**src/design/slen_pkg.sv**
```systemverilog
package slen_pkg;

	localparam int unsigned VALUE_W = 32;

	// Command codes on the input channel.
	localparam logic [1:0] CMD_INSERT = 2'd0;
	localparam logic [1:0] CMD_DELETE = 2'd1;
	localparam logic [1:0] CMD_DUMP   = 2'd2;

	// Status codes on the result channel.
	localparam logic [1:0] ST_OK       = 2'd0;
	localparam logic [1:0] ST_NOTFOUND = 2'd1;
	localparam logic [1:0] ST_FULL     = 2'd2;
	localparam logic [1:0] ST_EMPTY    = 2'd3;

endpackage

```
**src/design/slen_ram.sv**
```systemverilog
module slen_ram #(
	parameter int WIDTH = 32,
	parameter int DEPTH = 16
) (
	input  logic                     clk,
	input  logic                     we,
	input  logic [$clog2(DEPTH)-1:0] waddr,
	input  logic [WIDTH-1:0]         wdata,
	input  logic                     re,
	input  logic [$clog2(DEPTH)-1:0] raddr,
	output logic [WIDTH-1:0]         rdata
);

	logic [WIDTH-1:0] mem_q [DEPTH];
	logic [WIDTH-1:0] rdata_q;

	always_ff @(posedge clk) begin
		if (we) begin
			mem_q[waddr] <= wdata;
		end
		if (re) begin
			rdata_q <= mem_q[raddr];
		end
	end

	assign rdata = rdata_q;

endmodule

```
**src/design/sorted_list_engine.sv**
```systemverilog
// Sorted list engine: holds up to CAPACITY signed 32-bit values in ascending order in a
// single-port-read, single-port-write RAM. Insert (command 0) places the value after all
// equal entries, or answers "full"; delete (command 1) removes the lowest equal entry, or
// answers "not found"; dump (command 2) streams every entry in order with last on the
// final word, or one "empty" word. Each command returns one word with the entry count
// after the operation, except a dump of N entries which returns N words. An insert walks
// the RAM down from the top entry, a delete walks every entry up from the bottom, and a
// dump reads the entries in order, pausing while the output register and hold slot are full.
// One command is worked on at a time; the next is taken once the result is queued in the
// output register, so it may be accepted while that word still waits.
module sorted_list_engine
	import slen_pkg::*;
#(
	parameter int CAPACITY = 16
) (
	input  logic                                  clk,
	input  logic                                  arst_n,
	input  logic                                  cmd_valid,
	output logic                                  cmd_ready,
	input  logic [1:0]                            command,
	input  logic signed [VALUE_W-1:0]             operand_value,
	output logic                                  res_valid,
	input  logic                                  res_ready,
	output logic [1:0]                            status,
	output logic signed [VALUE_W-1:0]             entry_value,
	output logic [$clog2(CAPACITY+1)-1:0]         entry_count,
	output logic                                  last
);

	localparam int AW = $clog2(CAPACITY);
	localparam int CW = $clog2(CAPACITY + 1);

	typedef enum logic [5:0] {
		S_IDLE = 6'b000001,
		S_INS  = 6'b000010,
		S_WRV  = 6'b000100,
		S_DEL  = 6'b001000,
		S_DUMP = 6'b010000,
		S_RESP = 6'b100000
	} state_t;

	state_t state_q, state_d;
	logic [CW-1:0] count_q, count_d;
	logic signed [VALUE_W-1:0] val_q;
	logic [AW-1:0] ptr_q, ptr_d;
	logic issue_q, issue_d;
	logic found_q, found_d;
	logic [1:0] resp_q, resp_d;

	// Read pipeline: a read issued in one cycle returns its data in the next.
	logic pend_s1, pend_d;
	logic [AW-1:0] idx_s1, idx_d;
	logic last_s1, last_d;

	// Output register plus one hold slot for dump words that arrive during a stall.
	logic out_valid_q;
	logic [1:0] status_q;
	logic signed [VALUE_W-1:0] value_q;
	logic [CW-1:0] cnt_q;
	logic last_q;
	logic hold_valid_q;
	logic signed [VALUE_W-1:0] hold_value_q;
	logic hold_last_q;

	logic ram_we, ram_re;
	logic [AW-1:0] ram_waddr, ram_raddr;
	logic [VALUE_W-1:0] ram_wdata, ram_rdata;

	logic [AW-1:0] last_idx;
	logic pop, load_free, resp_push, pend_dump, issue_ok, rd_gt;
	logic [1:0] occ;

	slen_ram #(
		.WIDTH(VALUE_W),
		.DEPTH(CAPACITY)
	) u_ram (
		.clk  (clk),
		.we   (ram_we),
		.waddr(ram_waddr),
		.wdata(ram_wdata),
		.re   (ram_re),
		.raddr(ram_raddr),
		.rdata(ram_rdata)
	);

	assign cmd_ready = (state_q == S_IDLE);
	assign last_idx  = AW'(count_q - CW'(1));
	assign rd_gt     = $signed(ram_rdata) > val_q;

	assign pop       = out_valid_q && res_ready;
	assign load_free = !out_valid_q || pop;
	assign resp_push = (state_q == S_RESP) && load_free && !hold_valid_q;
	assign pend_dump = pend_s1 && (state_q == S_DUMP);
	assign occ       = 2'(out_valid_q) + 2'(hold_valid_q) + 2'(pend_s1);
	// A dump read may only start when a slot is sure to be free for its word.
	assign issue_ok  = (occ - 2'(pop)) < 2'd2;

	always_comb begin
		logic go_on;
		go_on     = 1'b1;
		state_d   = state_q;
		count_d   = count_q;
		ptr_d     = ptr_q;
		issue_d   = issue_q;
		found_d   = found_q;
		resp_d    = resp_q;
		pend_d    = 1'b0;
		idx_d     = idx_s1;
		last_d    = 1'b0;
		ram_we    = 1'b0;
		ram_waddr = '0;
		ram_wdata = val_q;
		ram_re    = 1'b0;
		ram_raddr = ptr_q;
		case (state_q)
			S_IDLE: begin
				if (cmd_valid) begin
					case (command)
						CMD_INSERT: begin
							if (count_q == CW'(CAPACITY)) begin
								resp_d  = ST_FULL;
								state_d = S_RESP;
							end else if (count_q == '0) begin
								state_d = S_WRV;
							end else begin
								ptr_d   = last_idx;
								issue_d = 1'b1;
								state_d = S_INS;
							end
						end
						CMD_DELETE: begin
							if (count_q == '0) begin
								resp_d  = ST_NOTFOUND;
								state_d = S_RESP;
							end else begin
								ptr_d   = '0;
								issue_d = 1'b1;
								found_d = 1'b0;
								state_d = S_DEL;
							end
						end
						CMD_DUMP: begin
							if (count_q == '0) begin
								resp_d  = ST_EMPTY;
								state_d = S_RESP;
							end else begin
								ptr_d   = '0;
								issue_d = 1'b1;
								state_d = S_DUMP;
							end
						end
						default: begin
							resp_d  = ST_OK;
							state_d = S_RESP;
						end
					endcase
				end
			end
			S_INS: begin
				// Walk down from the top, moving each larger entry up by one place.
				if (pend_s1) begin
					ram_we    = 1'b1;
					ram_waddr = idx_s1 + AW'(1);
					if (rd_gt) begin
						ram_wdata = ram_rdata;
						if (idx_s1 == '0) begin
							go_on   = 1'b0;
							state_d = S_WRV;
						end
					end else begin
						ram_wdata = val_q;
						count_d   = count_q + CW'(1);
						resp_d    = ST_OK;
						go_on     = 1'b0;
						state_d   = S_RESP;
					end
				end
				if (go_on && issue_q) begin
					ram_re  = 1'b1;
					pend_d  = 1'b1;
					idx_d   = ptr_q;
					ptr_d   = ptr_q - AW'(1);
					issue_d = (ptr_q != '0);
				end
			end
			S_WRV: begin
				ram_we    = 1'b1;
				ram_waddr = '0;
				ram_wdata = val_q;
				count_d   = count_q + CW'(1);
				resp_d    = ST_OK;
				state_d   = S_RESP;
			end
			S_DEL: begin
				// Walk up; once the match is seen, every later entry moves down by one.
				if (pend_s1) begin
					if (!found_q) begin
						found_d = ($signed(ram_rdata) == val_q);
					end else begin
						ram_we    = 1'b1;
						ram_waddr = idx_s1 - AW'(1);
						ram_wdata = ram_rdata;
					end
					if (idx_s1 == last_idx) begin
						go_on   = 1'b0;
						state_d = S_RESP;
						if (found_d) begin
							count_d = count_q - CW'(1);
							resp_d  = ST_OK;
						end else begin
							resp_d = ST_NOTFOUND;
						end
					end
				end
				if (go_on && issue_q) begin
					ram_re  = 1'b1;
					pend_d  = 1'b1;
					idx_d   = ptr_q;
					ptr_d   = ptr_q + AW'(1);
					issue_d = (ptr_q != last_idx);
				end
			end
			S_DUMP: begin
				if (issue_q && issue_ok) begin
					ram_re  = 1'b1;
					pend_d  = 1'b1;
					last_d  = (ptr_q == last_idx);
					ptr_d   = ptr_q + AW'(1);
					issue_d = (ptr_q != last_idx);
				end
				if (!issue_q && !pend_s1 && !hold_valid_q) begin
					state_d = S_IDLE;
				end
			end
			S_RESP: begin
				if (resp_push) begin
					state_d = S_IDLE;
				end
			end
			default: begin
				state_d = S_IDLE;
			end
		endcase
	end

	always_ff @(posedge clk or negedge arst_n) begin
		if (!arst_n) begin
			state_q      <= S_IDLE;
			count_q      <= '0;
			issue_q      <= 1'b0;
			found_q      <= 1'b0;
			pend_s1      <= 1'b0;
			out_valid_q  <= 1'b0;
			hold_valid_q <= 1'b0;
		end else begin
			state_q <= state_d;
			count_q <= count_d;
			issue_q <= issue_d;
			found_q <= found_d;
			pend_s1 <= pend_d;
			if (load_free) begin
				if (hold_valid_q) begin
					out_valid_q  <= 1'b1;
					hold_valid_q <= pend_dump;
				end else if (pend_dump || resp_push) begin
					out_valid_q <= 1'b1;
				end else begin
					out_valid_q <= 1'b0;
				end
			end else if (pend_dump) begin
				hold_valid_q <= 1'b1;
			end
		end
	end

	always_ff @(posedge clk) begin
		ptr_q  <= ptr_d;
		resp_q <= resp_d;
		idx_s1 <= idx_d;
		last_s1 <= last_d;
		if (cmd_valid && cmd_ready) begin
			val_q <= operand_value;
		end
		if (load_free) begin
			if (hold_valid_q) begin
				status_q <= ST_OK;
				value_q  <= hold_value_q;
				cnt_q    <= count_q;
				last_q   <= hold_last_q;
				if (pend_dump) begin
					hold_value_q <= $signed(ram_rdata);
					hold_last_q  <= last_s1;
				end
			end else if (pend_dump) begin
				status_q <= ST_OK;
				value_q  <= $signed(ram_rdata);
				cnt_q    <= count_q;
				last_q   <= last_s1;
			end else if (resp_push) begin
				status_q <= resp_q;
				value_q  <= '0;
				cnt_q    <= count_q;
				last_q   <= 1'b1;
			end
		end else if (pend_dump) begin
			hold_value_q <= $signed(ram_rdata);
			hold_last_q  <= last_s1;
		end
	end

	assign res_valid   = out_valid_q;
	assign status      = status_q;
	assign entry_value = value_q;
	assign entry_count = cnt_q;
	assign last        = last_q;

endmodule

```
**config.mk**
```make
export PLATFORM = sky130hd
export DESIGN_NAME = sorted_list_engine
export DESIGN_NICKNAME = d
export VERILOG_FILES = /design/src/design/slen_pkg.sv /design/src/design/slen_ram.sv /design/src/design/sorted_list_engine.sv
export SDC_FILE = /design/constraint.sdc
export NUM_CORES = 1
export LEC_CHECK = 0
export BUFFER_PORTS_ARGS = -buffer_cell sky130_fd_sc_hd__buf_2
export CORE_ASPECT_RATIO = 0.75
export CORE_UTILIZATION = 35
export DETAILED_ROUTE_END_ITERATION = 6
export PLACE_DENSITY = 0.59
export SLEW_MARGIN = 40
export SYNTH_ARGS = -nofsm -noshare
export SYNTH_HDL_FRONTEND = slang
export SYNTH_HIERARCHICAL = 1
export SYNTH_SLANG_ARGS = --single-unit
```
**constraint.sdc**
```tcl
create_clock -name clk -period 5.85 [get_ports clk]
set_input_delay 0.585 -clock clk [delete_from_list [all_inputs] [get_ports clk]]
set_output_delay 0.585 -clock clk [all_outputs]
set_load 0.01 [all_outputs]
```
### Word level (Yosys, flattened, before mapping)

Memories as Yosys holds them, arrays and structs flattened. A register that Yosys moved wholly into a read port is not among the register bits.
Cells that the tools add are included.

* register bits: 132
* bits in latches: 0
* RAM bits: 512
* memory bits (read-only): 0
* input port bits: 38
* output and inout bits: 42
* memories kept: 1

* add/subtract/negate cells: 9
* multipliers: 0
* divide/modulo/power cells: 0
* $lt $le $gt $ge: 2
* equality and inequality tests: 35
* shift operators: 0
* mux-type cells: 106
* bitwise operators: 0
* reductions and logical operators: 38

Memory list
* u_ram.mem_q: words 16, bits a word 32, read ports 1, clocked after Yosys merged registers in 1, wr ports 1, RTL line slen_ram.sv:14 `logic [WIDTH-1:0] mem_q [DEPTH];`

Operators with widths (number)
* 32-bit two-way mux: 10
* 6-bit two-way mux: 11
* 32-bit one-hot mux with 2 select lines: 1
* 4-bit two-way mux: 12
* 1-bit two-way mux: 40
* 5-bit two-way mux: 8
* 6-bit one-hot mux with 6 select lines: 1
* 32-bit equality test: 1
* 32-bit > comparator: 1
* 4-bit one-hot mux with 2 select lines: 3
* 2-bit inequality test (second input constant): 11
* 3-bit inequality test (second input constant): 7
* 2-bit two-way mux: 9
* 6-bit one-hot mux with 3 select lines: 1
* 9-bit AND reduction: 2
* 4-bit one-hot mux with 4 select lines: 1
* 5-bit one-hot mux with 3 select lines: 1
* 7-bit AND reduction: 2
* 4-bit nonzero test: 3
* 1-bit logical AND: 10
* 4-bit by 1-bit adder with 4-bit output (second input constant): 2
* 4-bit equality test: 2
* 2-bit one-hot mux with 4 select lines: 1
* 4-bit by 1-bit subtractor with 4-bit output (second input constant): 2
* 35 further kinds: 48

### Longest topological paths before layout

* depth in word-level cells: 8
* depth in mapped cells: 12
* gate-level depth less buffers: 11

### Hierarchy

The synthesis kept the hierarchy.

Modules (own cells, without submodules)
* slen_ram: instances 1, cells an instance 838, area an instance 20174.3 µm², sequential area each 16335.7 µm²
* sorted_list_engine: instances 1, cells an instance 608, area an instance 7010.5 µm², sequential area each 3875.0 µm²

### Least setup slack after synthesis

Ideal clock, no wire load.

* path type: reg2reg
* start: register u_ram.rdata_q[21], in the netlist u_ram/rdata[21], read port of u_ram.mem_q
* end: register u_ram.rdata_q[0], in the netlist u_ram/rdata[0], read port of u_ram.mem_q, enable pin
* arrival time: 4607 ps
* data required time: 5382 ps
* setup slack: 776 ps
* stages on the path, launching flop included: 10
* buffers on the path: 0
* clock period less this slack: 5074 ps
* cell sequence: edfxtp_1 ha_1 a21o_1 a21o_1 a221oi_2 o211ai_1 a2111oi_4 xnor2_2 o31a_1 o21ai_0

* longest elaborated chain between the ends: 7

RTL lines
* from (decl): RTL line slen_ram.sv:15 `logic [WIDTH-1:0] rdata_q;`
* 32-bit > comparator: RTL line sorted_list_engine.sv:88 `assign rd_gt = $signed(ram_rdata) > val_q;`
* 1-bit two-way mux: RTL line sorted_list_engine.sv:164 `if (rd_gt) begin`
* 1-bit two-way mux: RTL line sorted_list_engine.sv:161 `if (pend_s1) begin`
* 1-bit two-way mux: RTL line sorted_list_engine.sv:115 `case (state_q)`
* 1-bit logical AND: RTL line sorted_list_engine.sv:178 `if (go_on && issue_q) begin`
* 1-bit two-way mux
* 1-bit one-hot mux with 3 select lines
* net pend_d: RTL line sorted_list_engine.sv:51 `logic pend_s1, pend_d;`

The timed path passes the listed nets, and every way through them passes these cells. The select of a mux whose other input is x is not followed.
A chain may end at the register's enable or synchronous reset.

### Worst setup path after layout

* start: register u_ram.rdata_q[31], in the netlist u_ram/rdata[31], read port of u_ram.mem_q
* end: memory u_ram.mem_q[0][19], data pin

* longest elaborated chain between the ends: 4

RTL lines
* 32-bit > comparator: RTL line sorted_list_engine.sv:88
* 32-bit two-way mux: RTL line sorted_list_engine.sv:164
* 32-bit two-way mux: RTL line sorted_list_engine.sv:161
* 32-bit one-hot mux with 2 select lines: RTL line sorted_list_engine.sv:115
* net ram_wdata[19]: RTL line sorted_list_engine.sv:67 `logic [VALUE_W-1:0] ram_wdata, ram_rdata;`
* to (decl): RTL line slen_ram.sv:14

The timed path passes the listed nets, and every way through them passes these cells.

==> flow_metrics.tcl <==
set metrics [dict create \
    status "completed" \
    synth.avg_cell_area_um2 18.8 \
    drive_above_1_share_pct 25.3 \
    p_per_area_nw_per_um2 426 \
    dr.pass1.iters 5 \
    grt.overflow.total 0 \
    grt_pass1_wl_mm 96.6 \
    die_area_um2 78800 \
    holdBufCountCts 1 \
    slew_violations 0 \
    power.internal_w 0.00946 \
    final_nets 1652 \
    switching_power_w 0.00384 \
    criticalPathCategory "flop to flop" \
    tritoncts "built" \
    die_width_um 324 \
    yosysSeqAreaShare_pct 74.3 \
    cap_violations 0 \
    numClockSinks 676 \
    area.growth.synth_to_final_pct 14.9 \
    p_comb_share_pct 22.5 \
    clock_power_share_pct 31.0 \
    clock_skew_ns 0.0276 \
    hold_start "operand_value[2]" \
    required_ns 6.12 \
    hold_violations 0 \
    ys_seq_elements 676 \
    p_leak_nw 10.3 \
    rr_startpoint "u_ram/rdata[31]" \
    gr-usage-all-layers_pct 17.0 \
    viasPerCell 5.29 \
    ff2ff_path_depth 10 \
    crit_path_start_kind "flop" \
    critical_path.max_fanout 16 \
    dp_hpwl_mm 38.3 \
    max-clock-path-buffers 3 \
    synth_cells 1446 \
    hold_class "primary input to flop" \
    final_common_cell "edfxtp_1" \
    wl_per_cell_um 25.0 \
    postSynth.asyncResetShare_pct 2.37 \
    io_pins 80 \
    cts-root-buf "clkbuf_16" \
    antenna_cells 0 \
    synth_top_area_share_pct 72.8 \
    antenna_found_initial 1 \
    place_ws_ns 1.27 \
    ys.flop_type "edfxtp_1" \
    met1_usage_pct 25.1 \
    arrival_ns 4.96 \
    met2_usage_pct 26.3 \
    hold_end "val_q[2]" \
    setup_tns_ns 0 \
    ys_types 57 \
    r2r_end "u_ram/mem_q[0][19]" \
    worst_skew_pair.late_latency_ns 0.61 \
    yosysWarnings 6 \
    vdd.ir_drop.worst_mv 0.193 \
    start_util_pct 35.4 \
    cts_inserted_buffers 69 \
    switching_share_pct 28.9 \
    die_h_um 243 \
    synth_area_leaders "edfxtp_1, mux4_2, ha_1, a22oi_1, mux2_4" \
    top_usage_layer "met2" \
    grt_max_degree 134 \
    seq_power_share_pct 46.5 \
    period_share_pct 80.2 \
    holdPathStages 1 \
    met3_usage_pct 2.62 \
    worst_slack_ns 1.16 \
    wl_mm 66.3 \
    setup_viol 0 \
    rows 88 \
    cp-end-kind "flop" \
    synth_nets 1529 \
    syn_area_um2 27200 \
    synth_edf_count 659 \
    drc 0 \
    rsz0062_at_grt "false" \
    rrSetupSlack_ns 1.16 \
    synth_top_cell_by_area "edfxtp_1" \
    slew_headroom_pct 42.0 \
    fmax_mhz 213 \
    path_clk_slew_ns 0.06 \
    htree_levels 3 \
    io_buffers 79 \
    first_iter_violations 1606 \
    coreArea_um2 76900 \
    vias 14000 \
    cts_resized 0 \
    gp_congestion 0.853 \
    tightest_slew_ns 0.863 \
    post-cts-setup-buffer-count 0 \
    ant_nets 0 \
    final_cell_mix "edfxtp_1, mux4_2, nand2_1" \
    grt_pass1_vias 14100 \
    fin_crit_ns 4.69 \
]
worst max-delay path by stage:
stage | startpoint | end | slack [ns] | cells after the start
floorplan | u_ram/rdata[21] | u_ram/rdata[0] | 0.78 | 9
detailed placement | u_ram/rdata[31] | u_ram/mem_q[1][19] | 1.27 | 10
global placement | u_ram/rdata[31] | u_ram/mem_q[0][19] | 1.42 | 10
global route | u_ram/rdata[31] | u_ram/mem_q[0][19] | 1.03 | 10
finish | u_ram/rdata[31] | u_ram/mem_q[0][19] | 1.16 | 10
CTS | u_ram/rdata[31] | u_ram/mem_q[0][19] | 1.27 | 10
cell usage after synthesis, drive strengths merged, types with 5 or more instances:
cell type / count
clkbuf: 38
ha: 44
nor2: 47
buf: 31
nor3b: 5
nand2b: 5
nor2b: 7
o31ai: 7
inv: 51
nand3: 11
o21ai: 43
nor4: 6
nor3: 20
a22oi: 64
nand4: 10
xor2: 6
nand2: 116
a21o: 6
edfxtp: 659
mux4: 128
a21oi: 33
dfrtp: 15
mux2: 33
xnor2: 14
sequential cells by signal (all words and copies together), names as in the netlist, 5 cells and up:
| name | flops |
|---|---|
| entry_count | 5 |
| u_ram/mem_q | 512 |
| entry_value | 32 |
| val_q | 32 |
| hold_value_q | 32 |
| state_q | 6 |
| count_q | 5 |
| u_ram/rdata | 32 |
cell type report:
cell class / count / area, µm²
Sequential cell: 676 / 20200
Tap cell: 1035 / 1290
Timing Repair Buffer: 121 / 858
Inverter: 51 / 191
Fill cell: 6916 / 45600
Multi-Input combinational cell: 650 / 6610
Clock buffer: 85 / 1830
Clock inverter: 36 / 243
stage by stage:
| step | instances | instance area (µm²) | total power [W] | util [%] | hold WS (ns) |
|---|---|---|---|---|---|
| after floorplan | 1446 | 27200 | 0.00834 | - | 0.289 |
| after global placement | 2526 | 29000 | 0.00922 | 37.7 | 0.425 |
| after detailed placement | 2531 | 29100 | 0.00928 | 37.9 | 0.436 |
| after CTS | 2653 | 31200 | 0.0134 | 40.6 | 0.124 |
| after global routing | 2654 | 31200 | 0.0139 | 40.6 | 0.139 |
| final | 2654 | 31200 | 0.0133 | 40.6 | 0.155 |
power by group through the flow:
stage	Clock, W	Sequential (W)	Combinational [W]
2_1_floorplan	0	0.00621	0.00213
3_3_place_gp	0	0.00627	0.00296
3_5_place_dp	0	0.00628	0.00300
4_1_cts	0.00421	0.00618	0.00302
5_1_grt	0.00439	0.00621	0.00329
6_report	0.00412	0.00619	0.00299
metal layers:
layer | share of wire [%] | wire [µm] | vias to the layer above
li1 | - | - | 6054
met4 | 2.1 | 1390 | 0
met3 | 6.1 | 4030 | 94
met1 | 45 | 30100 | 7417
met2 | 46 | 30800 | 468
met5 | 0 | 0 | -
cell families after synthesis:
group                      after synthesis  synth area share, %
AOI/OAI and AO/OA                      180                 4.41
DFF                                    676                 74.3
muxes                                  163                 12.5
and+or+nand+nor                        240                 3.93
xor gates and xnor gates                21                0.755
adders and majority gates               46                 2.14
buffers and inverters                  120                 1.97
critical path, cell delays in order, from the launching register on:
cell and delay, ns:
edfxtp_1 0.43, ha_1 0.39, nand4_1 0.13, nor3_1 0.73, nand3_1 0.24, a21oi_1 0.28
a2111oi_4 0.12, xnor2_2 0.49, o31a_2 0.69, buf_4 0.33, mux2_1 0.53
No activity file was read; power rests on OpenSTA's default activity.
